`src/design/qsc_pkg.sv`:
```
package qsc_pkg;

  // coordinate width of the input fields and default working width
  localparam int unsigned IN_W                = 12;
  localparam int unsigned COORD_BITS_DEFAULT  = 12;

  localparam int unsigned CORNERS    = 4;
  localparam int unsigned MIN_AREA_W = 24;
  localparam int unsigned COS_LIM_W  = 17;
  localparam int unsigned AREA_W     = 25;
  localparam int unsigned CFG_IDX_W  = 1;
  localparam int unsigned CFG_DATA_W = 24;
  localparam int unsigned Q_FRAC     = 16;

  // register stages inside a corner lane and the matching area path
  localparam int unsigned LANE_LAT = 5;

  localparam logic [MIN_AREA_W-1:0] MIN_AREA_RST = MIN_AREA_W'(100);
  localparam logic [COS_LIM_W-1:0]  COS_LIM_RST  = COS_LIM_W'(10486);
  localparam logic [AREA_W-1:0]     AREA_MAX     = {AREA_W{1'b1}};

  localparam logic [CFG_IDX_W-1:0] CFG_MIN_AREA = 1'b0;
  localparam logic [CFG_IDX_W-1:0] CFG_COS_LIM  = 1'b1;

  typedef enum logic [1:0] {
    CAUSE_OK     = 2'd0,
    CAUSE_AREA   = 2'd1,
    CAUSE_CONVEX = 2'd2,
    CAUSE_ANGLE  = 2'd3
  } qsc_cause_e;

  typedef struct packed {
    logic [IN_W-1:0] corner0_x;
    logic [IN_W-1:0] corner0_y;
    logic [IN_W-1:0] corner1_x;
    logic [IN_W-1:0] corner1_y;
    logic [IN_W-1:0] corner2_x;
    logic [IN_W-1:0] corner2_y;
    logic [IN_W-1:0] corner3_x;
    logic [IN_W-1:0] corner3_y;
  } qsc_in_t;

  typedef struct packed {
    logic              is_quad;
    qsc_cause_e        reject_cause;
    logic [AREA_W-1:0] double_area;
  } qsc_out_t;

  // what one corner lane reports to the merge stage
  typedef struct packed {
    logic turn_pos;
    logic turn_neg;
    logic angle_bad;
  } qsc_lane_t;

  // what the area path reports to the merge stage
  typedef struct packed {
    logic              too_small;
    logic [AREA_W-1:0] double_area;
  } qsc_area_t;

endpackage

```
`src/design/qsc_merge.sv`:
```
module qsc_merge
  import qsc_pkg::*;
(
  input  logic                      clk_i,
  input  logic                      rst_ni,
  input  logic                      valid_i,
  input  qsc_area_t                 area_i,
  input  qsc_lane_t [CORNERS-1:0]   lane_i,
  output logic                      valid_o,
  output qsc_out_t                  result_o
);

  logic       any_pos, any_neg, any_angle;
  qsc_cause_e cause;
  logic       valid_q;
  qsc_out_t   result_q;

  always_comb begin
    any_pos   = 1'b0;
    any_neg   = 1'b0;
    for (int i = 0; i < CORNERS; i++) begin
      any_pos = any_pos | lane_i[i].turn_pos;
      any_neg = any_neg | lane_i[i].turn_neg;
    end
    // corner 0 takes no part in the angle test
    any_angle = lane_i[1].angle_bad | lane_i[2].angle_bad | lane_i[3].angle_bad;

    if (area_i.too_small) begin
      cause = CAUSE_AREA;
    end else if (any_pos && any_neg) begin
      cause = CAUSE_CONVEX;
    end else if (any_angle) begin
      cause = CAUSE_ANGLE;
    end else begin
      cause = CAUSE_OK;
    end
  end

  always_ff @(posedge clk_i or negedge rst_ni) begin
    if (!rst_ni) begin
      valid_q <= 1'b0;
    end else begin
      valid_q <= valid_i;
    end
  end

  always_ff @(posedge clk_i) begin
    result_q.is_quad      <= (cause == CAUSE_OK);
    result_q.reject_cause <= cause;
    result_q.double_area  <= area_i.double_area;
  end

  assign valid_o  = valid_q;
  assign result_o = result_q;

endmodule

```
`config.mk`:
```
export PLATFORM = sky130hd
export DESIGN_NAME = qsc_merge
export DESIGN_NICKNAME = d
export VERILOG_FILES = /design/src/design/qsc_pkg.sv /design/src/design/qsc_merge.sv
export SDC_FILE = /design/constraint.sdc
export NUM_CORES = 1
export LEC_CHECK = 0
export BUFFER_PORTS_ARGS = -buffer_cell sky130_fd_sc_hd__buf_2
export CORE_MARGIN = 2
export CORE_UTILIZATION = 32
export CTS_CLUSTER_DIAMETER = 200
export CTS_CLUSTER_SIZE = 20
export DETAILED_ROUTE_END_ITERATION = 10
export PLACE_DENSITY = 0.75
export SYNTH_ARGS = -nofsm -noshare
export SYNTH_HDL_FRONTEND = slang
export SYNTH_SLANG_ARGS = --single-unit
```
`constraint.sdc`:
```
create_clock -name clk_i -period 0.8 [get_ports clk_i]
set_input_delay 0.12 -clock clk_i [delete_from_list [all_inputs] [get_ports clk_i]]
set_output_delay 0.12 -clock clk_i [all_outputs]
set_load 0.03 [all_outputs]
```
==> run_results.csv <==
group,metric,value,unit
pwr,p_leak,0.7572,nW
sta,rsz0062_at_grt,"true",
routing,drtIter0Drc,6,
routing,routed_via_density,4.077,
critical_path,crit_path_start_kind,"flip-flop",
clock_network,cts_setup_buffers,0,
place,dp_hpwl,1108,um
cells_and_area,fin_util,82.15,%
place,placed_cell_area,1028,um2
synth,synth_top_cell_by_area,"dfxtp_1",
pwr,ir_worst_vdd,0.001684,V
critical_path,worst_setup_path_end_kind,"output pin",
synth,synthesis.nets,78,
critical_path,cpPeakStageDelay,0.39,ns
place,numPortBuffers,68,
clock_network,cts.sinks,29,
die,io_pins,70,
die,die_h,49.22,um
die,core,1942,um2
sta,setup_violations,29,
routing,wire_per_inst,13.01,um
sta,slew_violations,0,
sta,maxSlewHeadroom,79.86,%
routing,first_pass_iters,4,
die,rows,16,
critical_path,slowest_stage,"dfrtp_1",
pwr,power_density,1934,nW/um2
synth,synthArstFlopShare,3.448,%
place,gp_congestion,0.6589,
critical_path,worst-setup-path-type,"flip-flop to output pin",
clock_network,cts_tree,"yes",
critical_path,crit_fanout,1,
die,die_area,2423,um2
sta,holdWs,0.07925,ns
outcome,violations,"setup timing",
critical_path,cp_data_arrival_time,0.84,ns
synth,ys_ff_latch,29,
cells_and_area,final_area,1595,um2
synth,yosys-top-cells-area,"dfxtp_1, dfrtp_1, nor4_2, nor2b_4, nor3_2",
global_routing,first_global_vias,741,
clock_network,htreeDepth,2,
synth,syn_inst,37,
clock_network,cts_buffers,5,
outcome,status,"complete, but fails checks",
sta,min_period,0.9570,ns
flow_run,drv_cap,0,
critical_path,crit_chain,"buf_6",
routing,ant_nets,0,
routing,route.detailed.drc,0,
die,die_x,49.22,um
global_routing,antenna_found_initial,0,
synth,ys.warnings.count,0,
cells_and_area,drive_gt1_share,76.60,%
clock_network,clockRootBuffer,"clkbuf_4",
synth,synth-seq-area-share,89.48,%
synth,synth_edf_count,0,
clock_network,ctsLongestPathBuffers,2,
synth,synthTopCellsByCount,"dfxtp_1, nor2_1, nor4_2",
routing,wl,2185,um
critical_path,cp.required,0.68,ns
sta,final_hold_viol_count,0,
synth,yosys.area.top_type_share,85.66,%
cells_and_area,final_nets,181,
clock_network,clkTransAtPathRegs,0.08,ns
sta,tns,-2.691,ns
sta,fmax,1045,MHz
synth,syn_area_per_cell,17.69,um2
cells_and_area,syn_to_final_growth,143.8,%
global_routing,grt_max_degree,10,
critical_path,crit_start,"valid_o$_DFF_PN0_",
sta,fin_crit_sh,119.6,%
synth,synth.distinct_cells,8,
synth,syn-cell-area,654.4,um2
synth,ys.flop_type,"dfxtp_1",
synth,yosysMostFrequentCell,"dfxtp_1",
hold_path,min_from,"lane_i[9]",
global_routing,grt_pass1_wl,3381,um
cells_and_area,fin_cells,168,
routing,num_vias,685,
place,placed_cells,132,
global_routing,grt_remaining_overflow,0,
sta,finalWorstSetupSlack,-0.1570,ns
cells_and_area,antenna_cells,0,
critical_path,cp_top_family,"flip-flops",
global_routing,track_usage,20.21,%
die,initial_utilization,33.70,%
sta,tightest_slew,0.2995,ns
critical_path,crit_buf_inv,1,
hold_path,hold_class,"input port to flip-flop",
[per-stage QoR]
stage / setup slack, ns / power, W
after floorplan: 0.05452 / 0.001743
after global placement: -0.08393 / 0.001906
after detailed placement: -0.1301 / 0.001913
after CTS: -0.1479 / 0.003083
after global routing: -0.1954 / 0.003238
final: -0.1570 / 0.003085
[timing repair]
item	in CTS	in global routing
hold buffers	28	0
cloned	0	0
setup endpoints to repair	29	29
gates resized for setup	86	0
endpoints found under the hold margin	29	0
[power by group]
part	leakage, nW	total [W]	internal, W	switching [W]
sequential	0.248	0.00157	0.00153	0.0000372
clock	0.0413	0.000967	0.000508	0.000459
combinational	0.468	0.000546	0.000303	0.000243
total	0.757	0.00309	0.00235	0.000739
[state kept, by name (all words and copies together), names as in the netlist]
name,cells
result_o,28
valid_o,1
[cell usage in the layout (no fill, tap or decap)]
cell type | Yosys | final
o21bai_1 | 1 | 1
dfrtp_1 | 1 | 1
clkinv_2 | 0 | 1
buf_6 | 0 | 29
nor4_2 | 2 | 2
o21ai_1 | 1 | 1
nor3_2 | 1 | 1
dfxtp_2 | 0 | 28
clkbuf_4 | 0 | 5
buf_2 | 0 | 39
clkbuf_8 | 0 | 2
dlygate4sd3_1 | 0 | 28
nor2_1 | 2 | 2
nor2b_4 | 1 | 1
[cell families (layout without fill, tap and decap cells)]
| family | after synthesis | in the layout | share of synthesized area, % |
|---|---|---|---|
| AND/OR/NAND/NOR | 6 | 6 | 8.604 |
| AO/OA/AOI/OAI | 2 | 2 | 1.912 |
| flip-flops | 29 | 29 | 89.48 |
| buffers and inverters | 0 | 104 | 0 |
[worst paths after layout]
kind	end	slack, ns	cells after the start
worst max-delay path	valid_o	-0.16	1
worst min-delay path	result_o[25]$_DFF_P_	0.08	3
max in group asynchronous	valid_o$_DFF_PN0_	0.59	2
min in group asynchronous	valid_o$_DFF_PN0_	0.12	2
[cell type report]
class / instances / area, um2
Clock inverter: 1 / 5.005
Clock buffer: 7 / 65.06
Tap cell: 27 / 33.78
Sequential cell: 29 / 620.6
Multi-Input combinational cell: 8 / 68.82
Timing Repair Buffer: 96 / 802.0
Fill cell: 132 / 346.6
[routing by layer]
layer  GRT usage [%]  wire [um]
met4           8.571         36
met5               0          0
met3           10.43        217
met2           39.19       1271
met1           16.44        659
No activity file was read; power rests on OpenSTA's default activity.
