--- src/design/qsc_pkg.sv ---
package qsc_pkg;

  // coordinate width of the input fields and default working width
  localparam int unsigned IN_W                = 12;
  localparam int unsigned COORD_BITS_DEFAULT  = 12;

  localparam int unsigned CORNERS    = 4;
  localparam int unsigned MIN_AREA_W = 24;
  localparam int unsigned COS_LIM_W  = 17;
  localparam int unsigned AREA_W     = 25;
  localparam int unsigned CFG_IDX_W  = 1;
  localparam int unsigned CFG_DATA_W = 24;
  localparam int unsigned Q_FRAC     = 16;

  // register stages inside a corner lane and the matching area path
  localparam int unsigned LANE_LAT = 5;

  localparam logic [MIN_AREA_W-1:0] MIN_AREA_RST = MIN_AREA_W'(100);
  localparam logic [COS_LIM_W-1:0]  COS_LIM_RST  = COS_LIM_W'(10486);
  localparam logic [AREA_W-1:0]     AREA_MAX     = {AREA_W{1'b1}};

  localparam logic [CFG_IDX_W-1:0] CFG_MIN_AREA = 1'b0;
  localparam logic [CFG_IDX_W-1:0] CFG_COS_LIM  = 1'b1;

  typedef enum logic [1:0] {
    CAUSE_OK     = 2'd0,
    CAUSE_AREA   = 2'd1,
    CAUSE_CONVEX = 2'd2,
    CAUSE_ANGLE  = 2'd3
  } qsc_cause_e;

  typedef struct packed {
    logic [IN_W-1:0] corner0_x;
    logic [IN_W-1:0] corner0_y;
    logic [IN_W-1:0] corner1_x;
    logic [IN_W-1:0] corner1_y;
    logic [IN_W-1:0] corner2_x;
    logic [IN_W-1:0] corner2_y;
    logic [IN_W-1:0] corner3_x;
    logic [IN_W-1:0] corner3_y;
  } qsc_in_t;

  typedef struct packed {
    logic              is_quad;
    qsc_cause_e        reject_cause;
    logic [AREA_W-1:0] double_area;
  } qsc_out_t;

  // what one corner lane reports to the merge stage
  typedef struct packed {
    logic turn_pos;
    logic turn_neg;
    logic angle_bad;
  } qsc_lane_t;

  // what the area path reports to the merge stage
  typedef struct packed {
    logic              too_small;
    logic [AREA_W-1:0] double_area;
  } qsc_area_t;

endpackage

--- src/design/qsc_area.sv ---
module qsc_area
  import qsc_pkg::*;
#(
  parameter int unsigned CW = COORD_BITS_DEFAULT
) (
  input  logic                  clk_i,
  input  logic [CW-1:0]         x_i [CORNERS],
  input  logic [CW-1:0]         y_i [CORNERS],
  input  logic [MIN_AREA_W-1:0] min_area_i,
  output qsc_area_t             area_o
);

  localparam int unsigned PW = 2 * CW + 2;
  localparam int unsigned DW = PW + 1;
  localparam int unsigned MW = 2 * CW + 1;
  localparam int unsigned EW = (MW > AREA_W) ? MW : AREA_W;

  // shoelace sum of a quadrilateral from its two diagonals
  logic signed [CW:0] d02x, d13y, d13x, d02y;

  assign d02x = $signed({1'b0, x_i[0]}) - $signed({1'b0, x_i[2]});
  assign d13y = $signed({1'b0, y_i[1]}) - $signed({1'b0, y_i[3]});
  assign d13x = $signed({1'b0, x_i[1]}) - $signed({1'b0, x_i[3]});
  assign d02y = $signed({1'b0, y_i[0]}) - $signed({1'b0, y_i[2]});

  logic signed [PW-1:0] prod_a_q, prod_b_q;

  always_ff @(posedge clk_i) begin
    prod_a_q <= d02x * d13y;
    prod_b_q <= d13x * d02y;
  end

  logic signed [DW-1:0] sum_q;

  always_ff @(posedge clk_i) begin
    sum_q <= DW'(prod_a_q) - DW'(prod_b_q);
  end

  logic signed [DW-1:0] neg_sum;
  logic [MW-1:0]        mag_q;

  assign neg_sum = -sum_q;

  always_ff @(posedge clk_i) begin
    mag_q <= sum_q[DW-1] ? neg_sum[MW-1:0] : sum_q[MW-1:0];
  end

  logic [EW-1:0] mag_e, thresh_e;
  qsc_area_t     area_d_q, area_e_q;

  always_comb begin
    mag_e    = EW'(mag_q);
    thresh_e = EW'({min_area_i, 1'b0});
  end

  always_ff @(posedge clk_i) begin
    area_d_q.too_small   <= mag_e < thresh_e;
    area_d_q.double_area <= (mag_e > EW'(AREA_MAX)) ? AREA_MAX : mag_e[AREA_W-1:0];
    // line up with the corner lanes
    area_e_q             <= area_d_q;
  end

  assign area_o = area_e_q;

endmodule

--- config.mk ---
export PLATFORM = sky130hd
export DESIGN_NAME = qsc_area
export DESIGN_NICKNAME = d
export VERILOG_FILES = /design/src/design/qsc_pkg.sv /design/src/design/qsc_area.sv
export SDC_FILE = /design/constraint.sdc
export NUM_CORES = 1
export LEC_CHECK = 0
export BUFFER_PORTS_ARGS = -buffer_cell sky130_fd_sc_hd__buf_2
export CORE_UTILIZATION = 40
export DETAILED_ROUTE_END_ITERATION = 7
export HOLD_SLACK_MARGIN = 0.06
export MAX_ROUTING_LAYER = met4
export PLACE_DENSITY = 0.56
export SLEW_MARGIN = 20
export SYNTH_ARGS = -nofsm -noshare
export SYNTH_HDL_FRONTEND = slang
export SYNTH_SLANG_ARGS = --single-unit
--- constraint.sdc ---
create_clock -name clk_i -period 20.7 [get_ports clk_i]
set_input_delay 1.035 -clock clk_i [delete_from_list [all_inputs] [get_ports clk_i]]
set_output_delay 1.035 -clock clk_i [all_outputs]
set_load 0.02 [all_outputs]
==> results_dict.tcl, run 1 <==
set metrics [dict create \
    status "completed" \
    wl_per_cell_um 14.7 \
    critPathMaxStageDelay_ns 0.90 \
    clkLatencyLatePin_ns 0.42 \
    grt_antenna_before_repair 0 \
    async_reset_ff_frac 0 \
    place_congestion 0.882 \
    dp_slack_ns 11.79 \
    ys_ff_latch 155 \
    worst_setup_path_start_kind "primary input" \
    min-delay-start "area_d_q[15]" \
    start_util 0.408 \
    postCtsSetupBuffers 0 \
    critical_path.max_fanout 14 \
    layout-drive-gt1-share 0.0914 \
    core_area_um2 50500 \
    worstSetupEndpointType "flip-flop" \
    worstReg2RegStart "prod_a_q[0]" \
    arrival_ns 8.78 \
    timing.critical_path.buf_inv 6 \
    slew_headroom 0.294 \
    rows 82 \
    design.die.area_um2 52400 \
    synth_edf_count 0 \
    final_nets 3087 \
    ios 147 \
    setup_viol_count_final 0 \
    drc 0 \
    synth_area_leaders "fa_1 (32%), dfxtp_1 (15%), ha_1 (14%)" \
    cts_resized 0 \
    port_buffers 146 \
    cts_tree "done" \
    max_freq_ghz 0.118 \
    crit_required_ns 21.04 \
    worst_pin_slew_ns 1.06 \
    drt_pre_antenna_iters 5 \
    setup_slack_ns 12.26 \
    min_period_over_period 0.408 \
    hpwl_um 39100 \
    drt_wl_total_um 45300 \
    grt_pass1_wl_um 77600 \
    layout_common_cells "inv_1 (485), fa_1 (329), ha_1 (232), nand2_1 (200), dfxtp_1 (155)" \
    min_path_type "reg2reg" \
    maxSlewViolCount 0 \
    ys.warnings.count 0 \
    synth_largest_area_cell "fa_1" \
    grt_max_degree 26 \
    synth_cells 2283 \
    tns_ns 0 \
    max_cap_viol_count 0 \
    ys_types 70 \
    cts_root_buffer "clkbuf_16" \
    rr_worst_depth 10 \
    startpoint "x_i[12]" \
    cp_slowest_cell "fa_1" \
    clk_path_buf_depth 2 \
    viasPerCell 4.92 \
    cts_sinks 155 \
    drt_iter0_markers 718 \
    cts_made_buffers 17 \
    fin_util 0.450 \
    h-tree-depth 4 \
    synth_area_um2 20600 \
    finClkSkew_ns 0.0184 \
    yosysSeqAreaShare 0.151 \
    syn_area_per_cell_um2 9.02 \
    syn_to_final_growth_pct 10.3 \
    overflow 0 \
    r2r_slack_ns 17.77 \
    synth-main-ff-cell "dfxtp_1" \
    crit_type "in2reg" \
    grt_use_total 0.186 \
    rsz0062_at_grt "false" \
    synth_top_area_share 0.320 \
    clk_pin_slew_ns 0.07 \
    antennaDiodeCount 0 \
    min_period_ns 8.44 \
    cts-hold-fix-buffers 0 \
    dieWidth_um 229 \
    cp_num_cells 27 \
    final_common_cell "inv_1" \
    hold_viol_final 0 \
    fp.dieH_um 229 \
    num_vias 15200 \
    ant_nets 0 \
    hold_depth 0 \
    worst_path_dominant_cell_family "adder cells" \
    cp_common_cell "fa_1" \
    syn_nets 2965 \
    grt_pass1_vias 16000 \
]
## routing by layer
layer / GRT usage / part of all wire / vias up
li1: - / - / 7384
met1: 0.252 / 0.48 / 7511
met2: 0.303 / 0.47 / 263
met3: 0.0153 / 0.029 / 50
met4: 0.0415 / 0.018 / 0
met5: - / 0 / -
## Yosys cell counts (8+ instances only)
library cell / number
nor2_1: 147
clkbuf_1: 59
a21o_1: 32
fa_1: 329
a21oi_1: 87
o21bai_1: 14
nand2b_1: 40
nor2b_1: 39
a211oi_1: 11
ha_1: 232
o21a_1: 17
xor2_1: 32
nand2_1: 200
nand3_1: 25
and2_1: 31
or3_1: 8
dfxtp_1: 155
o211ai_1: 11
xnor2_1: 105
inv_1: 485
o31ai_1: 11
nor3_1: 26
and3_1: 12
nand4_1: 10
o21ai_0: 61
## kinds of logic after synthesis
logic type,Yosys count,share of synthesized area
xor gates and xnor gates,137,0.0583
buffers and inverters,550,0.101
muxes,6,0.00298
DFF,155,0.151
and+or+nand+nor,570,0.130
adders and majority gates,561,0.461
AOI/OAI and AO/OA,304,0.0964
## stage by stage
stage / hold WS (ns) / std cells / instance area [um2]
4_1_cts: 0.323 / 3090 / 22700
3_3_place_gp: 0.311 / 3058 / 22100
3_5_place_dp: 0.312 / 3058 / 22100
2_1_floorplan: 0.310 / 2283 / 20600
6_report: 0.323 / 3090 / 22700
5_1_grt: 0.321 / 3090 / 22700
## registers in the layout (all words and copies together), names as in the netlist
name and cells:
prod_b_q 26, sum_q 26, mag_e 25, area_d_q 26, area_o 26, prod_a_q 26
## worst reg2reg max path, delay by kind of cell, from the launching register on
family | cells | cell delay (ns)
flops | 1 | 0.40
buf+inv | 1 | 0.07
compound gates | 5 | 1.31
fa+ha+maj | 2 | 0.62
simple gates | 2 | 0.38
## path summary, 6_finish.rpt
kind	end
max reg2reg	sum_q[24]
min reg2reg	area_o[15]
min	area_o[15]
max	prod_a_q[24]
## layout make-up
cell class	count	area, um2
multi-input cells	1578	15400
fillers	4997	27800
flip-flops and latches	155	3100
repair buffers	168	896
clock buffers	17	425
clock inverters	15	195
well taps	672	841
inverters	485	1820
Power of run 1 is left out: the tool's default activity adds up to more than one toggle a clock period on the data nets, which glitch-free logic cannot reach.
==> run 2, diff against run 1 <==
--- a/config.mk
+++ b/config.mk
@@ -10,7 +10,7 @@
 export DETAILED_ROUTE_END_ITERATION = 7
 export HOLD_SLACK_MARGIN = 0.06
 export MAX_ROUTING_LAYER = met4
-export PLACE_DENSITY = 0.56
+export PLACE_DENSITY = 0.58
 export SLEW_MARGIN = 20
 export SYNTH_ARGS = -nofsm -noshare
 export SYNTH_HDL_FRONTEND = slang
==> constraint.sdc (replaced) <==
create_clock -name clk_i -period 7.45 [get_ports clk_i]
set_input_delay 0.3725 -clock clk_i [delete_from_list [all_inputs] [get_ports clk_i]]
set_output_delay 0.3725 -clock clk_i [all_outputs]
set_load 0.02 [all_outputs]
==> run 2 against run 1 <==
Non-clock buffer count grew 83. Register-to-register slack worse by 13 ns. Utilization grew 1.2 points. Critical endpoint is now prod_b_q[23].
==> results_dict.tcl, run 2 (synthesis gave the netlist of run 1 again) <==
set metrics [dict create \
    min_period_over_period 0.956 \
    cts_tree "done" \
    grt_pass1_vias 16000 \
    start_util 0.408 \
    ant_nets 0 \
    crit_required_ns 7.74 \
    grt_use_total 0.187 \
    fp.dieH_um 229 \
    drt_wl_total_um 46000 \
    h-tree-depth 4 \
    wl_per_cell_um 14.5 \
    max_cap_viol_count 0 \
    slew_headroom 0.221 \
    worstSetupEndpointType "flip-flop" \
    fin_cells 3174 \
    ios 147 \
    port_buffers 146 \
    drt_pre_antenna_iters 5 \
    num_vias 15500 \
    clk_pin_slew_ns 0.07 \
    cts_resized 0 \
    grt_max_degree 26 \
    arrival_ns 7.42 \
    fin_util 0.462 \
    final_common_cell "inv_1" \
    cts-hold-fix-buffers 0 \
    viasPerCell 4.88 \
    clk_path_buf_depth 2 \
    postCtsSetupBuffers 0 \
    place_congestion 0.900 \
    min_path_type "reg2reg" \
    max_freq_ghz 0.140 \
    overflow 0 \
    dieWidth_um 229 \
    hold_path_end "area_o[18]" \
    worst_pin_slew_ns 1.16 \
    finClkSkew_ns 0.0122 \
    worstReg2RegStart "prod_a_q[0]" \
    min-delay-start "area_d_q[18]" \
    grt_pass1_wl_um 78100 \
    worst_setup_path_start_kind "primary input" \
    drc 0 \
    cts_made_buffers 17 \
    setup_viol_count_final 0 \
    min_period_ns 7.13 \
    hpwl_um 40200 \
    layout-drive-gt1-share 0.122 \
    rsz0062_at_grt "false" \
    placed_cells 3141 \
    rows 82 \
    rr_worst_depth 10 \
    drt_iter0_markers 692 \
    final_nets 3170 \
    grt_antenna_before_repair 0 \
    critical_path.max_fanout 13 \
    design.die.area_um2 52400 \
    hold_viol_final 0 \
    core_area_um2 50500 \
    syn_to_final_growth_pct 13.3 \
    hold_depth 0 \
    cts_root_buffer "clkbuf_16" \
    crit_type "in2reg" \
    cts_sinks 155 \
    layout_common_cells "inv_1 (485), fa_1 (329), ha_1 (232), nand2_1 (200), dfxtp_1 (155)" \
    maxSlewViolCount 0 \
    status "completed" \
    r2r_slack_ns 4.55 \
    clkLatencyLatePin_ns 0.42 \
    r2r-end "sum_q[24]" \
]
==> run 2: critical path, cell delays in order <==
cell,delay [ns]
buf_2,0.10
inv_1,0.04
ha_1,0.27
nor2b_1,0.12
o21ai_0,0.20
a21oi_1,0.13
o21ai_0,0.34
a31oi_2,0.23
a221oi_1,0.35
buf_4,0.24
and2_1,0.16
fa_1,0.41
inv_1,0.08
fa_1,0.42
inv_1,0.11
fa_1,0.45
fa_1,0.51
fa_1,0.49
inv_1,0.05
fa_1,0.52
inv_1,0.04
ha_1,0.32
o21ai_0,0.11
nand2b_1,0.16
nor4b_1,0.18
a211oi_1,0.36
o22ai_1,0.20
a2111oi_0,0.44
==> run 2: cell type report <==
type | instances | area (um2)
tap | 672 | 841
antenna | 1 | 2.50
fill | 4903 | 27100
sequential | 155 | 3100
timing repair buffer | 251 | 1520
inverter | 485 | 1820
clock buffer | 17 | 425
clock inverter | 15 | 188
multi-input combinational | 1578 | 15400
==> run 2: metrics by stage <==
stage	TNS (ns)	hold slack [ns]	worst slack [ns]	area (um2)
after global placement	-0.00811	0.311	-0.00811	22700
after global routing	0	0.331	0.00385	23300
final	0	0.326	0.325	23300
after detailed placement	-0.154	0.312	-0.0906	22700
after CTS	0	0.328	0.335	23300
after floorplan	0	0.310	0.280	20600
==> run 2: layer usage <==
| layer | track usage | up-vias | routed length, um |
|---|---|---|---|
| li1 | - | 7542 | - |
| met1 | 0.254 | 7563 | 21600 |
| met2 | 0.306 | 331 | 21700 |
| met3 | 0.0221 | 41 | 2040 |
| met4 | 0.0294 | 0 | 601 |
| met5 | - | - | 0 |
==> run 2: worst max path at each step <==
stage	start	endpoint	slack (ns)	cells after the start
2_1_floorplan	y_i[24]	prod_a_q[24]	0.28	28
3_3_place_gp	x_i[14]	prod_a_q[25]	-0.008	31
3_5_place_dp	x_i[1]	prod_b_q[23]	-0.09	27
4_1_cts	x_i[1]	prod_b_q[23]	0.33	27
5_1_grt	y_i[2]	prod_a_q[25]	0.004	28
6_report	x_i[1]	prod_b_q[23]	0.32	28
Power of run 2 is left out for the same reason.
